**config.mk**
```make
export PLATFORM = sky130hd
export DESIGN_NAME = mru_font_slot_cache_top_flat
export DESIGN_NICKNAME = d
export VERILOG_FILES = /design/src/hw/rtl/mfsc_pkg.sv /design/src/hw/rtl/mfsc_req_if.sv /design/src/hw/rtl/mfsc_rsp_if.sv /design/src/hw/rtl/mfsc_ctrl.sv /design/src/hw/rtl/mfsc_datapath.sv /design/src/hw/rtl/mru_font_slot_cache_top.sv /design/src/flat_wrapper.sv
export SDC_FILE = /design/constraint.sdc
export NUM_CORES = 1
export LEC_CHECK = 0
export ABC_AREA = 1
export BUFFER_PORTS_ARGS = -buffer_cell sky130_fd_sc_hd__buf_2
export CAP_MARGIN = 20
export CORE_AREA = 2 2 186 188
export DETAILED_ROUTE_END_ITERATION = 8
export DIE_AREA = 0 0 188 190
export GPL_TIMING_DRIVEN = 0
export PLACE_DENSITY_LB_ADDON = 0.2
export SYNTH_ARGS = -nofsm -noshare
export SYNTH_HDL_FRONTEND = slang
export SYNTH_HIERARCHICAL = 1
export SYNTH_SLANG_ARGS = --single-unit
```
**constraint.sdc**
```tcl
create_clock -name clock -period 6.4 [get_ports clock]
set_input_delay 1.28 -clock clock [delete_from_list [all_inputs] [get_ports clock]]
set_output_delay 1.28 -clock clock [all_outputs]
set_load 0.01 [all_outputs]
```
**src/hw/rtl/mfsc_pkg.sv**
```systemverilog
// ----------------------------------------------------------------------------
// Font slot cache package
// Shared constants, types and the slot base function of the move-to-front
// font slot cache.
// ----------------------------------------------------------------------------
package mfsc_pkg;

   // Number of font slots held by the cache.
   localparam int ENTRIES    = 10;

   localparam int WIN_W      = 8;
   localparam int SIZE_W     = 8;
   localparam int FAMILY_W   = 2;
   localparam int KEY_W      = WIN_W + 2 + SIZE_W + FAMILY_W;
   localparam int BASE_W     = 12;
   localparam int REMOVED_W  = 4;

   // Slot position, entry count and slot number k of a base 1000 + 260 * k.
   localparam int IDX_W      = $clog2(ENTRIES);
   localparam int CNT_W      = $clog2(ENTRIES + 1);
   localparam int SLOT_W     = $clog2(ENTRIES + 1);

   localparam int BASE_START = 1000;
   localparam int BASE_STEP  = 260;

   // Request operation codes.
   localparam logic OP_LOOKUP  = 1'b0;
   localparam logic OP_RELEASE = 1'b1;

   typedef enum logic [1:0] {
      ST_IDLE,
      ST_SEARCH,
      ST_APPLY,
      ST_RELEASE
   } state_type;

   // Commands from the controller to the datapath.
   typedef struct packed {
      logic capture;
      logic search;
      logic apply;
      logic rel_step;
      logic rel_finish;
   } cmd_type;

   // Status from the datapath to the controller.
   typedef struct packed {
      logic             is_release;
      logic             win_found;
      logic             out_free;
      logic [CNT_W-1:0] count;
   } status_type;

   // Display list base of slot number k, wrapped to the base width.
   function automatic logic [BASE_W-1:0] slot_base(input logic [SLOT_W-1:0] k);
      logic [31:0] full_sum;
      full_sum = 32'(BASE_START) + 32'(BASE_STEP) * 32'(k);
      return full_sum[BASE_W-1:0];
   endfunction

endpackage

```
**src/hw/rtl/mfsc_req_if.sv**
```systemverilog
// ----------------------------------------------------------------------------
// Font slot cache request channel
// Valid/ready channel carrying one lookup or release request per beat.
// ----------------------------------------------------------------------------
interface mfsc_req_if;
   logic                                 valid;
   logic                                 ready;
   logic                                 op;
   logic [mfsc_pkg::WIN_W-1:0]           window_id;
   logic                                 italic;
   logic                                 bold;
   logic [mfsc_pkg::SIZE_W-1:0]          font_size;
   logic [mfsc_pkg::FAMILY_W-1:0]        font_family;

   modport source (
      output valid, op, window_id, italic, bold, font_size, font_family,
      input  ready
   );

   modport sink (
      input  valid, op, window_id, italic, bold, font_size, font_family,
      output ready
   );
endinterface

```
**src/hw/rtl/mfsc_rsp_if.sv**
```systemverilog
// ----------------------------------------------------------------------------
// Font slot cache response channel
// Valid/ready channel carrying one result per beat.
// ----------------------------------------------------------------------------
interface mfsc_rsp_if;
   logic                                 valid;
   logic                                 ready;
   logic [mfsc_pkg::BASE_W-1:0]          list_base;
   logic                                 hit;
   logic                                 evicted;
   logic [mfsc_pkg::BASE_W-1:0]          evicted_base;
   logic [mfsc_pkg::REMOVED_W-1:0]       removed_count;

   modport source (
      output valid, list_base, hit, evicted, evicted_base, removed_count,
      input  ready
   );

   modport sink (
      input  valid, list_base, hit, evicted, evicted_base, removed_count,
      output ready
   );
endinterface

```
**src/hw/rtl/mfsc_ctrl.sv**
```systemverilog
// ----------------------------------------------------------------------------
// Font slot cache controller
// Sequences capture, search, update and release steps of the datapath.
// ----------------------------------------------------------------------------
module mfsc_ctrl (
   input  logic                   clock,
   input  logic                   reset,
   input  logic                   req_valid,
   output logic                   req_ready,
   input  mfsc_pkg::status_type   status,
   output mfsc_pkg::cmd_type      cmd
);

   mfsc_pkg::state_type state_ff;
   mfsc_pkg::state_type state_in;

   always_ff @(posedge clock) begin
      if (reset) begin
         state_ff <= mfsc_pkg::ST_IDLE;
      end else begin
         state_ff <= state_in;
      end
   end

   always_comb begin
      state_in  = state_ff;
      cmd       = '0;
      req_ready = 1'b0;
      case (state_ff)
         mfsc_pkg::ST_IDLE: begin
            req_ready = 1'b1;
            if (req_valid) begin
               cmd.capture = 1'b1;
               state_in    = mfsc_pkg::ST_SEARCH;
            end
         end
         mfsc_pkg::ST_SEARCH: begin
            if (status.is_release) begin
               state_in = mfsc_pkg::ST_RELEASE;
            end else begin
               cmd.search = 1'b1;
               state_in   = mfsc_pkg::ST_APPLY;
            end
         end
         mfsc_pkg::ST_APPLY: begin
            if (status.out_free) begin
               cmd.apply = 1'b1;
               state_in  = mfsc_pkg::ST_IDLE;
            end
         end
         mfsc_pkg::ST_RELEASE: begin
            // Remove one matching entry per cycle until none is left.
            if (status.win_found) begin
               cmd.rel_step = 1'b1;
            end else if (status.out_free) begin
               cmd.rel_finish = 1'b1;
               state_in       = mfsc_pkg::ST_IDLE;
            end
         end
         default: begin
            state_in = mfsc_pkg::ST_IDLE;
         end
      endcase
   end

endmodule

```
**src/hw/rtl/mfsc_datapath.sv**
```systemverilog
// ----------------------------------------------------------------------------
// Font slot cache datapath
// Slot registers in recency order, match logic, free slot search and the
// response register.
// ----------------------------------------------------------------------------
module mfsc_datapath (
   input  logic                                 clock,
   input  logic                                 reset,
   input  mfsc_pkg::cmd_type                    cmd,
   output mfsc_pkg::status_type                 status,
   input  logic                                 req_op,
   input  logic [mfsc_pkg::WIN_W-1:0]           req_window_id,
   input  logic                                 req_italic,
   input  logic                                 req_bold,
   input  logic [mfsc_pkg::SIZE_W-1:0]          req_font_size,
   input  logic [mfsc_pkg::FAMILY_W-1:0]        req_font_family,
   input  logic                                 rsp_ready,
   output logic                                 rsp_valid,
   output logic [mfsc_pkg::BASE_W-1:0]          rsp_list_base,
   output logic                                 rsp_hit,
   output logic                                 rsp_evicted,
   output logic [mfsc_pkg::BASE_W-1:0]          rsp_evicted_base,
   output logic [mfsc_pkg::REMOVED_W-1:0]       rsp_removed_count
);

   localparam int E = mfsc_pkg::ENTRIES;

   // Request registers.
   logic                             op_ff, op_in;
   logic [mfsc_pkg::KEY_W-1:0]       key_ff, key_in;

   // Slots, position 0 being the most recently used.
   logic [mfsc_pkg::KEY_W-1:0]       slot_key_ff [E];
   logic [mfsc_pkg::KEY_W-1:0]       slot_key_in [E];
   logic [mfsc_pkg::SLOT_W-1:0]      slot_k_ff   [E];
   logic [mfsc_pkg::SLOT_W-1:0]      slot_k_in   [E];
   logic [mfsc_pkg::CNT_W-1:0]       count_ff, count_in;

   // Search results.
   logic                             hit_ff, hit_in;
   logic [mfsc_pkg::IDX_W-1:0]       pos_ff, pos_in;
   logic [mfsc_pkg::SLOT_W-1:0]      free_k_ff, free_k_in;
   logic [mfsc_pkg::REMOVED_W-1:0]   removed_ff, removed_in;

   // Response register.
   logic                             rsp_valid_ff, rsp_valid_in;
   logic [mfsc_pkg::BASE_W-1:0]      rsp_base_ff, rsp_base_in;
   logic                             rsp_hit_ff, rsp_hit_in;
   logic                             rsp_ev_ff, rsp_ev_in;
   logic [mfsc_pkg::BASE_W-1:0]      rsp_evb_ff, rsp_evb_in;
   logic [mfsc_pkg::REMOVED_W-1:0]   rsp_rem_ff, rsp_rem_in;

   // Combinational search.
   logic                             any_hit;
   logic [mfsc_pkg::IDX_W-1:0]       hit_pos;
   logic                             any_win;
   logic [mfsc_pkg::IDX_W-1:0]       win_pos;
   logic [E:1]                       k_used;
   logic [mfsc_pkg::SLOT_W-1:0]      free_k;
   logic                             full;
   logic [mfsc_pkg::IDX_W-1:0]       apply_pos;
   logic [mfsc_pkg::SLOT_W-1:0]      new_k;
   logic                             out_free;

   assign out_free = !rsp_valid_ff || rsp_ready;
   assign full     = (count_ff == mfsc_pkg::CNT_W'(E));

   // First held entry matching the full key, and the first of the window.
   always_comb begin
      any_hit = 1'b0;
      hit_pos = '0;
      any_win = 1'b0;
      win_pos = '0;
      for (int i = E - 1; i >= 0; i--) begin
         if (mfsc_pkg::CNT_W'(i) < count_ff) begin
            if (slot_key_ff[i] == key_ff) begin
               any_hit = 1'b1;
               hit_pos = mfsc_pkg::IDX_W'(i);
            end
            if (slot_key_ff[i][mfsc_pkg::KEY_W-1 -: mfsc_pkg::WIN_W] ==
                key_ff[mfsc_pkg::KEY_W-1 -: mfsc_pkg::WIN_W]) begin
               any_win = 1'b1;
               win_pos = mfsc_pkg::IDX_W'(i);
            end
         end
      end
   end

   // Smallest slot number not used by a held entry.
   always_comb begin
      k_used = '0;
      free_k = mfsc_pkg::SLOT_W'(1);
      for (int kk = 1; kk <= E; kk++) begin
         for (int i = 0; i < E; i++) begin
            if ((mfsc_pkg::CNT_W'(i) < count_ff) &&
                (slot_k_ff[i] == mfsc_pkg::SLOT_W'(kk))) begin
               k_used[kk] = 1'b1;
            end
         end
      end
      for (int kk = E; kk >= 1; kk--) begin
         if (!k_used[kk]) begin
            free_k = mfsc_pkg::SLOT_W'(kk);
         end
      end
   end

   always_comb begin
      if (hit_ff) begin
         apply_pos = pos_ff;
         new_k     = slot_k_ff[pos_ff];
      end else if (full) begin
         apply_pos = mfsc_pkg::IDX_W'(E - 1);
         new_k     = slot_k_ff[E-1];
      end else begin
         apply_pos = count_ff[mfsc_pkg::IDX_W-1:0];
         new_k     = free_k_ff;
      end
   end

   always_comb begin
      op_in        = op_ff;
      key_in       = key_ff;
      count_in     = count_ff;
      hit_in       = hit_ff;
      pos_in       = pos_ff;
      free_k_in    = free_k_ff;
      removed_in   = removed_ff;
      rsp_valid_in = rsp_valid_ff && !rsp_ready;
      rsp_base_in  = rsp_base_ff;
      rsp_hit_in   = rsp_hit_ff;
      rsp_ev_in    = rsp_ev_ff;
      rsp_evb_in   = rsp_evb_ff;
      rsp_rem_in   = rsp_rem_ff;
      for (int i = 0; i < E; i++) begin
         slot_key_in[i] = slot_key_ff[i];
         slot_k_in[i]   = slot_k_ff[i];
      end

      if (cmd.capture) begin
         op_in      = req_op;
         key_in     = {req_window_id, req_italic, req_bold, req_font_size,
                       req_font_family};
         removed_in = '0;
      end

      if (cmd.search) begin
         hit_in    = any_hit;
         pos_in    = hit_pos;
         free_k_in = free_k;
      end

      if (cmd.apply) begin
         // Move to front: entries ahead of the chosen position slide back.
         for (int i = 1; i < E; i++) begin
            if (mfsc_pkg::IDX_W'(i) <= apply_pos) begin
               slot_key_in[i] = slot_key_ff[i-1];
               slot_k_in[i]   = slot_k_ff[i-1];
            end
         end
         slot_key_in[0] = key_ff;
         slot_k_in[0]   = new_k;
         if (!hit_ff && !full) begin
            count_in = count_ff + mfsc_pkg::CNT_W'(1);
         end
         rsp_valid_in = 1'b1;
         rsp_base_in  = mfsc_pkg::slot_base(new_k);
         rsp_hit_in   = hit_ff;
         rsp_ev_in    = !hit_ff && full;
         rsp_evb_in   = (!hit_ff && full) ? mfsc_pkg::slot_base(new_k) : '0;
         rsp_rem_in   = '0;
      end

      if (cmd.rel_step) begin
         // Close the gap left by the first entry of the window.
         for (int i = 0; i < E - 1; i++) begin
            if (mfsc_pkg::IDX_W'(i) >= win_pos) begin
               slot_key_in[i] = slot_key_ff[i+1];
               slot_k_in[i]   = slot_k_ff[i+1];
            end
         end
         count_in = count_ff - mfsc_pkg::CNT_W'(1);
         if (removed_ff != '1) begin
            removed_in = removed_ff + mfsc_pkg::REMOVED_W'(1);
         end
      end

      if (cmd.rel_finish) begin
         rsp_valid_in = 1'b1;
         rsp_base_in  = '0;
         rsp_hit_in   = 1'b0;
         rsp_ev_in    = 1'b0;
         rsp_evb_in   = '0;
         rsp_rem_in   = removed_ff;
      end
   end

   always_ff @(posedge clock) begin
      if (reset) begin
         count_ff     <= '0;
         rsp_valid_ff <= 1'b0;
      end else begin
         count_ff     <= count_in;
         rsp_valid_ff <= rsp_valid_in;
      end
   end

   always_ff @(posedge clock) begin
      op_ff      <= op_in;
      key_ff     <= key_in;
      hit_ff     <= hit_in;
      pos_ff     <= pos_in;
      free_k_ff  <= free_k_in;
      removed_ff <= removed_in;
      rsp_base_ff <= rsp_base_in;
      rsp_hit_ff  <= rsp_hit_in;
      rsp_ev_ff   <= rsp_ev_in;
      rsp_evb_ff  <= rsp_evb_in;
      rsp_rem_ff  <= rsp_rem_in;
      for (int i = 0; i < E; i++) begin
         slot_key_ff[i] <= slot_key_in[i];
         slot_k_ff[i]   <= slot_k_in[i];
      end
   end

   assign status.is_release = (op_ff == mfsc_pkg::OP_RELEASE);
   assign status.win_found  = any_win;
   assign status.out_free   = out_free;
   assign status.count      = count_ff;

   assign rsp_valid         = rsp_valid_ff;
   assign rsp_list_base     = rsp_base_ff;
   assign rsp_hit           = rsp_hit_ff;
   assign rsp_evicted       = rsp_ev_ff;
   assign rsp_evicted_base  = rsp_evb_ff;
   assign rsp_removed_count = rsp_rem_ff;

endmodule

```
**src/hw/rtl/mru_font_slot_cache_top.sv**
```systemverilog
// A lookup passes through the capture, search and update steps of the
// controller, and its result is registered in the response register, the
// update step waiting while that register is full. A release holds the block
// for its removal loop, which takes out one matching entry at a time. Reset
// (synchronous, active high) empties the cache and the response register at
// once; the slot contents need no clearing pass.
// ----------------------------------------------------------------------------
// Move-to-front font slot cache
// Holds up to ENTRIES font slots in recency order. A lookup that hits moves
// its slot to the front, a miss allocates a free base or evicts the least
// recently used slot, and a release drops every slot of one window.
// ----------------------------------------------------------------------------
module mru_font_slot_cache_top (
   input  logic          clock,
   input  logic          reset,
   mfsc_req_if.sink      req_chan,
   mfsc_rsp_if.source    rsp_chan
);

   // Commands and status run only between the controller and the datapath.
   mfsc_pkg::cmd_type    cmd;
   mfsc_pkg::status_type status;

   // The controller takes a request beat only when idle. The request is held
   // in the datapath, so a finished result may still wait in the response
   // register while the next beat is taken; the update step then stalls until
   // the response register is free.
   mfsc_ctrl u_ctrl (
      .clock     (clock),
      .reset     (reset),
      .req_valid (req_chan.valid),
      .req_ready (req_chan.ready),
      .status    (status),
      .cmd       (cmd)
   );

   // The datapath keeps each slot as a key and a slot number k, whose base is
   // 1000 + 260 * k. Free slot search is then a small used mask over k.
   mfsc_datapath u_datapath (
      .clock             (clock),
      .reset             (reset),
      .cmd               (cmd),
      .status            (status),
      .req_op            (req_chan.op),
      .req_window_id     (req_chan.window_id),
      .req_italic        (req_chan.italic),
      .req_bold          (req_chan.bold),
      .req_font_size     (req_chan.font_size),
      .req_font_family   (req_chan.font_family),
      .rsp_ready         (rsp_chan.ready),
      .rsp_valid         (rsp_chan.valid),
      .rsp_list_base     (rsp_chan.list_base),
      .rsp_hit           (rsp_chan.hit),
      .rsp_evicted       (rsp_chan.evicted),
      .rsp_evicted_base  (rsp_chan.evicted_base),
      .rsp_removed_count (rsp_chan.removed_count)
   );

   // The number of held slots never exceeds the cache size.
   assert property (@(posedge clock) disable iff (reset)
      status.count <= mfsc_pkg::CNT_W'(mfsc_pkg::ENTRIES))
      else $error("slot count above cache size");

   // A hit neither evicts nor removes anything.
   assert property (@(posedge clock) disable iff (reset)
      rsp_chan.valid && rsp_chan.hit |->
         !rsp_chan.evicted && (rsp_chan.evicted_base == '0) &&
         (rsp_chan.removed_count == '0))
      else $error("hit result carries eviction or removal");

   // In the cycle after a request beat is taken, the block is not ready.
   assert property (@(posedge clock) disable iff (reset)
      req_chan.valid && req_chan.ready |=> !req_chan.ready)
      else $error("request taken while previous one in progress");

   // A slot is only evicted when the cache was full.
   assert property (@(posedge clock) disable iff (reset)
      cmd.apply && !status.is_release && (status.count != mfsc_pkg::CNT_W'(mfsc_pkg::ENTRIES))
      |=> !rsp_chan.evicted)
      else $error("eviction from a cache that was not full");

endmodule

```
**src/flat_wrapper.sv**
```systemverilog
// flat-port wrapper written by rule: the top's interface ports become plain ports
module mru_font_slot_cache_top_flat 
  (clock, reset, req_chan_valid, req_chan_op, req_chan_window_id, req_chan_italic, req_chan_bold, req_chan_font_size, req_chan_font_family, req_chan_ready, rsp_chan_valid, rsp_chan_list_base, rsp_chan_hit, rsp_chan_evicted, rsp_chan_evicted_base, rsp_chan_removed_count, rsp_chan_ready);
  mfsc_req_if req_chan_i ();
  mfsc_rsp_if rsp_chan_i ();
  input  logic clock;
  input  logic reset;
  input wire logic [$bits(req_chan_i.valid)-1:0] req_chan_valid;
  input wire logic [$bits(req_chan_i.op)-1:0] req_chan_op;
  input wire logic [$bits(req_chan_i.window_id)-1:0] req_chan_window_id;
  input wire logic [$bits(req_chan_i.italic)-1:0] req_chan_italic;
  input wire logic [$bits(req_chan_i.bold)-1:0] req_chan_bold;
  input wire logic [$bits(req_chan_i.font_size)-1:0] req_chan_font_size;
  input wire logic [$bits(req_chan_i.font_family)-1:0] req_chan_font_family;
  output wire logic [$bits(req_chan_i.ready)-1:0] req_chan_ready;
  output wire logic [$bits(rsp_chan_i.valid)-1:0] rsp_chan_valid;
  output wire logic [$bits(rsp_chan_i.list_base)-1:0] rsp_chan_list_base;
  output wire logic [$bits(rsp_chan_i.hit)-1:0] rsp_chan_hit;
  output wire logic [$bits(rsp_chan_i.evicted)-1:0] rsp_chan_evicted;
  output wire logic [$bits(rsp_chan_i.evicted_base)-1:0] rsp_chan_evicted_base;
  output wire logic [$bits(rsp_chan_i.removed_count)-1:0] rsp_chan_removed_count;
  input wire logic [$bits(rsp_chan_i.ready)-1:0] rsp_chan_ready;
  assign req_chan_i.valid = req_chan_valid;
  assign req_chan_i.op = req_chan_op;
  assign req_chan_i.window_id = req_chan_window_id;
  assign req_chan_i.italic = req_chan_italic;
  assign req_chan_i.bold = req_chan_bold;
  assign req_chan_i.font_size = req_chan_font_size;
  assign req_chan_i.font_family = req_chan_font_family;
  assign req_chan_ready = req_chan_i.ready;
  assign rsp_chan_valid = rsp_chan_i.valid;
  assign rsp_chan_list_base = rsp_chan_i.list_base;
  assign rsp_chan_hit = rsp_chan_i.hit;
  assign rsp_chan_evicted = rsp_chan_i.evicted;
  assign rsp_chan_evicted_base = rsp_chan_i.evicted_base;
  assign rsp_chan_removed_count = rsp_chan_i.removed_count;
  assign rsp_chan_i.ready = rsp_chan_ready;
  mru_font_slot_cache_top u_core (.clock(clock), .reset(reset), .req_chan(req_chan_i), .rsp_chan(rsp_chan_i));
endmodule
```
# After elaboration in Yosys (flattened, before gate mapping)
# Memory sizes are Yosys's and may differ from the RTL's. A register that Yosys moved wholly into a read port is not among the register bits.
# Cells that the tools add are included.
dict set report word_totals {
  wordCells 554
  out_inout_bits 32
  ramBits 240
  memories 2
  ff_bits 71
}
# name depth width rd rd_ports_with_merged_regs wr line
set mem_list {}
lappend mem_list {u_core.u_datapath.slot_key_ff 10 20 10 0 10 mfsc_datapath.sv:33} ;# logic [mfsc_pkg::KEY_W-1:0] slot_key_ff [E];
lappend mem_list {u_core.u_datapath.slot_k_ff 10 4 11 1 10 mfsc_datapath.sv:35} ;# logic [mfsc_pkg::SLOT_W-1:0] slot_k_ff [E];
dict set report op_classes {
  multipliers 1
  n_mux 260
  n_eq_ne 127
  n_lt_le_gt_ge 28
  n_reduce_logical 116
  addsub 4
}
# op count
set ops {}
lappend ops {{$mux W20} 18}
lappend ops {{$mux W4} 74}
lappend ops {{$eq A20 B20 Y1} 10}
lappend ops {{$mux W200} 1}
lappend ops {{$mux W180} 1}
lappend ops {{$eq A4 B3 Y1 const B} 40}
lappend ops {{$mux W1} 152}
lappend ops {{$eq A4 B4 Y1 const B} 31}
lappend ops {{$logic_and A1 B1 Y1} 103}
lappend ops {{$eq A4 B2 Y1 const B} 20}
lappend ops {{$eq A8 B8 Y1} 10}
lappend ops {{$eq A4 B1 Y1 const B} 10}
lappend ops {{$mux W40} 1}
lappend ops {{$mux W36} 1}
lappend ops {{$ge A3 B4 Y1 const A} 4}
lappend ops {{$le A3 B4 Y1 const A} 4}
lappend ops {{$lt A3 B4 Y1 const A} 4}
lappend ops {{$add A10 B12 Y12 const A} 1}
lappend ops {{$mux W12} 1}
lappend ops {{$mux W2} 6}
lappend ops {{$mux W3} 4}
lappend ops {{$mul A7 B4 Y10 const A} 1}
lappend ops {{$add A4 B1 Y4 const B} 2}
lappend ops {{$ge A1 B4 Y1 const A} 2}
lappend ops {{other kinds (21)} 35}

# Depth between registers and ports, before layout
# Gate-level depths: netlist of run 1.
# An unclocked memory read counts as a cell.
dict set report depth {
  word_depth 26
  depth_mapped 23
  ltp_nobuf 21
}

# Modules after synthesis
# Netlist of run 1, hierarchy kept.
# mod area_each_um2 cells_per_inst instances
set by_module_without_submodules {}
lappend by_module_without_submodules {mfsc_datapath 18144.9 2724 1}
lappend by_module_without_submodules {mfsc_ctrl 137.6 24 1}

# Least setup slack after synthesis of run 1
# No wires, ideal clock.
dict set report synth_timing {
  path_type {in2reg}
  start {in rsp_chan_ready}
  end {mem u_core/u_datapath/slot_k_ff[9][0] (netlist bit), enable pin}
  path_stages 12
  setup_time_ns 0.379
  t_required_ns 6.021
  path_buffers 4
  slack_ns 2.822
  arrival_time_ns 3.199
  path_cell_list {inv_1 -> nand2_1 -> buf_4 -> nand2_1 -> nor2_1 -> clkbuf_1 -> inv_1 -> clkbuf_1 -> nor2_1 -> clkbuf_1 -> o21ai_0 -> inv_1}
}
# item line
set synth_rtl {}
lappend synth_rtl {{start: declaration} flat_wrapper.sv:22} ;# input wire logic [$bits(rsp_chan_i.ready)-1:0] rsp_chan_ready;
lappend synth_rtl {{end: declaration} mfsc_datapath.sv:35}

==> flow_summary.json, run 1 <==
{
  "cts-buffers-inserted": 37,
  "layout.cells.non_filler": 3329,
  "wl_mm": 67.6,
  "grt_antenna_before_repair": 0,
  "cts_tree": "done",
  "floorplan.die_area_mm2": 0.0357,
  "cts.repair_timing.setup_buffer_count": 0,
  "track_usage_pct": 37.3,
  "tns_ns": 0,
  "dieHeight_um": 190,
  "grt_start_max_net_pins": 25,
  "hold_path_class": "reg2reg",
  "post_synth_inst_count": 2748,
  "crit_arrival_ns": 4.49,
  "cts-root-to-sink-buffers": 3,
  "grt-ovfl-total": 0,
  "area_growth_syn_to_layout_pct": 11.6,
  "via_count": 19400,
  "die_x_um": 188,
  "design.portCount": 57,
  "async_set_reset_flop_share_out_of_synthesis_pct": 0,
  "ys_types": 54,
  "antenna_cells_inserted": 0,
  "initialDrtViolationCount": 2177,
  "synth.top_cells.by_count": "885 x nand2_1, 319 x o21ai_0, 272 x inv_1, 253 x dfxtp_1, 188 x nand3_1",
  "drc_errors": 0,
  "cts-root-buf": "clkbuf_16",
  "first_drt_pass_iteration_count": 6,
  "setup_violations": 0,
  "h-tree-depth": 2,
  "synthMostInstantiatedCell": "nand2_1",
  "critical_register_to_register_path_endpoint": "u_core/u_datapath/rsp_removed_count[1]",
  "yosysSeqAreaShare_pct": 37.2,
  "via_count_of_the_first_global_routing_pass": 18400,
  "timing.hold.worst.start": "u_core/u_datapath/slot_key_ff[8][16]",
  "initial_core_util_pct": 53.9,
  "numClockSinks": 311,
  "maxSlewHeadroom_pct": 31.5,
  "timing.setup.critical_path_class": "in2reg",
  "layout_worst_path_cycle_share_pct": 66.3,
  "cap_viol_max_count": 0,
  "worst_case_vdd_ir_drop_uv": 287,
  "rsz_0062_raised_after_global_routing": "no",
  "critical_path.startpoint_type": "input pin",
  "number_of_nets_with_antenna_violations_after_routing": 0,
  "max_slew_violation_count": 0,
  "drive_gt1_share_pct": 8.63,
  "finalWorstPathRequiredPeriod_ns": 4.24,
  "yosysTopAreaCellShare_pct": 27.7,
  "post_drt_via_cell_ratio": 5.84,
  "tightest_slew_ns": 1.02,
  "power_density_mw_per_mm2": 425,
  "place_inst": 3260,
  "status": "completed",
  "hold_end": "u_core/u_datapath/slot_key_ff[9][16]",
  "fmax_mhz": 236,
  "post-synth-top-area-cell": "dfxtp_1",
  "syn_area_per_cell_um2": 6.65,
  "drt-wirelength-per-cell_um": 20.3,
  "hold_depth": 0,
  "grt_pass1_wl_mm": 103,
  "globalplace.congestion": 1.04,
  "r2r-start": "u_core/u_datapath/count_ff[0]",
  "number_of_storage_elements_in_the_synthesis_netlist": 311,
  "cts_repair_resize_count": 0,
  "worst-r2r-cell-count": 15,
  "core_region_area_mm2": 0.0339,
  "synth_area_mm2": 0.0183,
  "skew_pair_late_insertion_delay_ns": 0.55,
  "design.final.nets": 2879,
  "timing.clock.skew_ns": 0.0214,
  "power.leakage_nw": 9.10,
  "place.port_buffers": 52,
  "synth.yosys.warnings": 6,
  "reg2reg_slack_ns": 2.17,
  "cp_data_required_time_ns": 6.64,
  "fp-row-count": 68,
  "postCtsHoldBufs": 0,
  "worstSetupEndpointType": "flop",
  "worst_setup_hold_path_clk_slew_ns": 0.06,
  "timing.final.hold_violations": 0,
  "synth_enable_flop_cells": 58,
  "ys.flop_type": "dfxtp_1",
  "critical_path_maximum_fanout": 19,
  "cell_types_occupying_the_most_area_after_synthesis": "dfxtp_1 28%, nand2_1 18%, edfxtp_1 9.5%",
  "place_hpwl_mm": 53.6
}
-- cell families after synthesis --
| family | after synthesis | synth area share (%) |
|---|---|---|
| xor gates and xnor gates | 106 | 5.08 |
| and+or+nand+nor | 1408 | 32.9 |
| AOI/OAI and AO/OA | 482 | 14.1 |
| adders and majority gates | 9 | 0.616 |
| buffers and inverters | 430 | 10.0 |
| DFF | 311 | 37.2 |
| muxes | 1 | 0.0616 |
| other | 1 | 0.0205 |
-- flip-flops by register name (all words and copies together), names as in the netlist, 2 cells and up, named ones only --
signal,cells
u_core/u_ctrl/state_ff,2
u_core/u_datapath/count_ff,4
u_core/u_datapath/free_k_ff,4
u_core/u_datapath/key_ff,20
u_core/u_datapath/pos_ff,4
u_core/u_datapath/removed_ff,4
u_core/u_datapath/rsp_evicted_base,10
u_core/u_datapath/rsp_list_base,10
u_core/u_datapath/rsp_removed_count,4
u_core/u_datapath/slot_k_ff,40
u_core/u_datapath/slot_key_ff,200
-- power by group --
part | leakage [nW] | total (W) | switching, W | internal [W]
Combinational | 5.83 | 0.00300 | 0.00191 | 0.00108
Clock | 0.615 | 0.00214 | 0.000873 | 0.00127
Sequential | 2.65 | 0.00354 | 0.000779 | 0.00276
Total | 9.10 | 0.00868 | 0.00357 | 0.00512
-- final cells by class --
type | instances | area [µm²]
clock inverters | 15 | 148
well taps | 455 | 569
fillers | 3295 | 13500
clock buffers | 53 | 1090
inverters | 288 | 1080
plain buffers | 142 | 746
repair buffers | 55 | 310
flip-flops and latches | 311 | 6810
multi-input cells | 2010 | 9660
-- stage by stage --
step	utilization (%)	instance area (µm²)	hold WS [ns]	total power, W	setup WS, ns
final	60.1	20400	0.452	0.00868	2.16
after global routing	60.1	20400	0.473	0.00923	1.94
after CTS	60.0	20400	0.454	0.00859	1.90
after detailed placement	56.4	19200	0.440	0.00644	1.32
after global placement	56.3	19100	0.434	0.00636	0.944
after floorplan	-	18300	0.430	0.00548	2.82
-- layer usage --
| layer | vias up | global-route usage, % | wire length [µm] | part of all wire (%) |
|---|---|---|---|---|
| li1 | 9118 | - | - | - |
| met4 | 0 | 22.2 | 4290 | 6.4 |
| met1 | 9067 | 48.1 | 27600 | 41 |
| met2 | 1044 | 59.5 | 29900 | 44 |
| met3 | 219 | 5.63 | 5820 | 8.6 |
| met5 | - | 0 | 0 | 0 |
-- layout by cell type, fill, tap and decap left out, types with 18 or more instances in the layout --
master / instances
a21oi_1: 42
buf_2: 83
buf_4: 30
clkbuf_1: 68
clkbuf_16: 37
dfxtp_1: 253
edfxtp_1: 58
inv_1: 272
nand2_1: 885
nand3_1: 188
nand4_1: 48
nor2_1: 154
nor3_1: 54
nor4_1: 29
o21ai_0: 319
o21ai_1: 53
o22ai_1: 18
xnor2_1: 65
xor2_1: 41
-- worst max-delay path by stage --
stage / start / to / slack (ns)
floorplan: rsp_chan_ready / u_core/u_datapath/slot_k_ff[9][0] / 2.82
global placement: req_chan_valid / u_core/u_datapath/removed_ff[0] / 0.94
detailed placement: rsp_chan_ready / u_core/u_datapath/slot_key_ff[9][16] / 1.32
CTS: rsp_chan_ready / u_core/u_datapath/slot_key_ff[9][17] / 1.90
global route: u_core/u_datapath/count_ff[0] / u_core/u_datapath/rsp_removed_count[1] / 1.94
finish: rsp_chan_ready / u_core/u_datapath/slot_key_ff[9][17] / 2.16
-- worst max-delay path, stage by stage --
cell      delay [ns]
buf_2           0.07
inv_1           0.03
nand2_1         0.07
buf_4           0.11
nand2_1         0.07
nor2_1          0.10
clkbuf_1        0.63
inv_1           0.22
clkbuf_1        0.40
nor2_1          0.26
clkbuf_1        0.48
o21ai_0         0.17
inv_1           0.35
buf_16          0.22
(Power assumes the default switching activity.)
==> inputs of run 2 (changes only) <==
clock period = 4.2 ns   (was 6.4 ns; I/O delays follow)
==> run 2 against run 1 <==
  * Critical path depth up 1
  * Critical path type is now reg2reg
  * Register-to-register slack worse by 1.9 ns
  * First-iteration DRC count down 0.92%
  * Combinational power up 52%
  * Cell area about the same
  * Critical endpoint is now u_core/u_datapath/rsp_removed_count[1]
  * Routed wire length about the same
==> flow_summary.json, run 2 (synthesis results as in run 1) <==
{
  "status": "completed",
  "finalWorstSetupSlack_ns": 0.236,
  "cap_viol_max_count": 0,
  "timing.clock.skew_ns": 0.0222,
  "power_density_mw_per_mm2": 648,
  "fmax_mhz": 252,
  "worstSetupEndpointType": "flop",
  "start_point_of_the_critical_path": "u_core/u_datapath/count_ff[0]",
  "first_drt_pass_iteration_count": 6,
  "number_of_nets_with_antenna_violations_after_routing": 0,
  "grt_start_max_net_pins": 25,
  "pre_cts_ws_ns": -0.439,
  "layout.cells.non_filler": 3329,
  "grt_antenna_before_repair": 0,
  "critical_register_to_register_path_endpoint": "u_core/u_datapath/rsp_removed_count[1]",
  "largest_registers": "u_core/u_datapath/slot_key_ff (200), u_core/u_datapath/slot_k_ff (40), u_core/u_datapath/key_ff (20)",
  "tns_ns": 0,
  "cts_repair_resize_count": 0,
  "max_slew_violation_count": 0,
  "place_hpwl_mm": 53.6,
  "place.port_buffers": 52,
  "worst_case_vdd_ir_drop_uv": 438,
  "cts-root-to-sink-buffers": 3,
  "initialDrtViolationCount": 2157,
  "design.portCount": 57,
  "area_growth_syn_to_layout_pct": 11.7,
  "critical_path_maximum_fanout": 10,
  "top_register_by_number_of_flip_flops": "u_core/u_datapath/slot_key_ff",
  "numClockSinks": 311,
  "drive_gt1_share_pct": 8.66,
  "cts_tree": "done",
  "rsz_0062_raised_after_global_routing": "no",
  "design.final.nets": 2879,
  "via_count_of_the_first_global_routing_pass": 18400,
  "worst-r2r-cell-count": 15,
  "floorplan.die_area_mm2": 0.0357,
  "h-tree-depth": 2,
  "setup_violations": 0,
  "dieHeight_um": 190,
  "reg2reg_slack_ns": 0.24,
  "critical_path.startpoint_type": "flop",
  "power.leakage_nw": 9.10,
  "largest_register_ffs": 200,
  "postCtsHoldBufs": 0,
  "maxSlewHeadroom_pct": 32.7,
  "die_x_um": 188,
  "via_count": 19500,
  "cts-root-buf": "clkbuf_16",
  "hold_end": "u_core/u_datapath/slot_key_ff[9][16]",
  "wl_mm": 67.6,
  "place_inst": 3260,
  "initial_core_util_pct": 53.9,
  "timing.hold.worst.start": "u_core/u_datapath/slot_key_ff[8][16]",
  "drt-wirelength-per-cell_um": 20.3,
  "tightest_slew_ns": 1.01,
  "antenna_cells_inserted": 0,
  "skew_pair_late_insertion_delay_ns": 0.55,
  "track_usage_pct": 37.3,
  "r2r-start": "u_core/u_datapath/count_ff[0]",
  "cp_data_required_time_ns": 4.44,
  "globalplace.congestion": 1.04,
  "fp-row-count": 68,
  "post_drt_via_cell_ratio": 5.85,
  "drc_errors": 0,
  "totalPowerFinal_w": 0.0132,
  "worst_setup_hold_path_clk_slew_ns": 0.06,
  "crit_arrival_ns": 4.20,
  "timing.final.hold_violations": 0,
  "layout_worst_path_cycle_share_pct": 94.4,
  "cts-buffers-inserted": 37,
  "grt-ovfl-total": 0,
  "cts.repair_timing.setup_buffer_count": 0,
  "hold_depth": 0,
  "mostFrequentLayoutCell": "nand2_1",
  "most-common-layout-cells": "885 x nand2_1, 319 x o21ai_0, 272 x inv_1",
  "timing.setup.critical_path_class": "reg2reg",
  "finalWorstPathRequiredPeriod_ns": 3.96,
  "grt_pass1_wl_mm": 103,
  "hold_path_class": "reg2reg",
  "core_region_area_mm2": 0.0339
}
[run 2: cell counts in the layout (fill, tap and decap cells not counted)]
Identical to the previous run, type by type.
[run 2: per-layer routing]
layer | vias to the layer above | wire (µm) | share of wire [%] | track usage (%)
met2 | 1060 | 29900 | 44 | 59.5
li1 | 9122 | - | - | -
met4 | 0 | 4290 | 6.3 | 22.2
met1 | 9059 | 27500 | 41 | 48.1
met3 | 229 | 5830 | 8.6 | 5.63
met5 | - | 0 | 0 | 0
[run 2: power by group]
group	switching (W)	total (W)	internal [W]	leakage (nW)
logic	0.00292	0.00457	0.00165	5.84
registers	0.00119	0.00540	0.00421	2.65
clock network	0.00133	0.00326	0.00194	0.615
total	0.00543	0.0132	0.00780	9.10
[run 2: area by class of cell]
type	instances	area (µm²)
flip-flops and latches	311	6810
inverters	288	1080
well taps	455	569
multi-input cells	2010	9670
repair buffers	55	310
fillers	3295	13500
plain buffers	142	746
clock inverters	15	148
clock buffers	53	1090
[run 2: worst max path at each step]
stage / end / slack, ns / cells after the start
2_1_floorplan: u_core/u_datapath/slot_k_ff[9][0] / 1.06 / 12
3_3_place_gp: u_core/u_datapath/removed_ff[0] / -0.82 / 6
3_5_place_dp: u_core/u_datapath/slot_key_ff[9][16] / -0.44 / 13
4_1_cts: u_core/u_datapath/rsp_removed_count[1] / 0.06 / 15
5_1_grt: u_core/u_datapath/rsp_removed_count[1] / 0.007 / 15
6_report: u_core/u_datapath/rsp_removed_count[1] / 0.24 / 15
[run 2: through the flow]
| stage | hold slack (ns) | area [µm²] | utilization [%] |
|---|---|---|---|
| after floorplan | 0.430 | 18300 | - |
| after global placement | 0.434 | 19100 | 56.3 |
| after detailed placement | 0.440 | 19200 | 56.4 |
| after CTS | 0.445 | 20400 | 60.0 |
| after global routing | 0.454 | 20400 | 60.1 |
| final | 0.452 | 20400 | 60.1 |
[run 2: critical path, stage by stage, from the launching register on]
cell and delay, ns:
dfxtp_1 0.37, inv_1 0.18, ha_1 0.30, inv_1 0.10
a21oi_2 0.40, inv_1 0.26, nand2_1 0.16, nand2_1 0.10
nor2_2 0.27, nand4_1 0.14, buf_4 0.17, nor3_1 0.18
clkbuf_1 0.34, nor2_1 0.18, clkbuf_1 0.30, inv_1 0.20
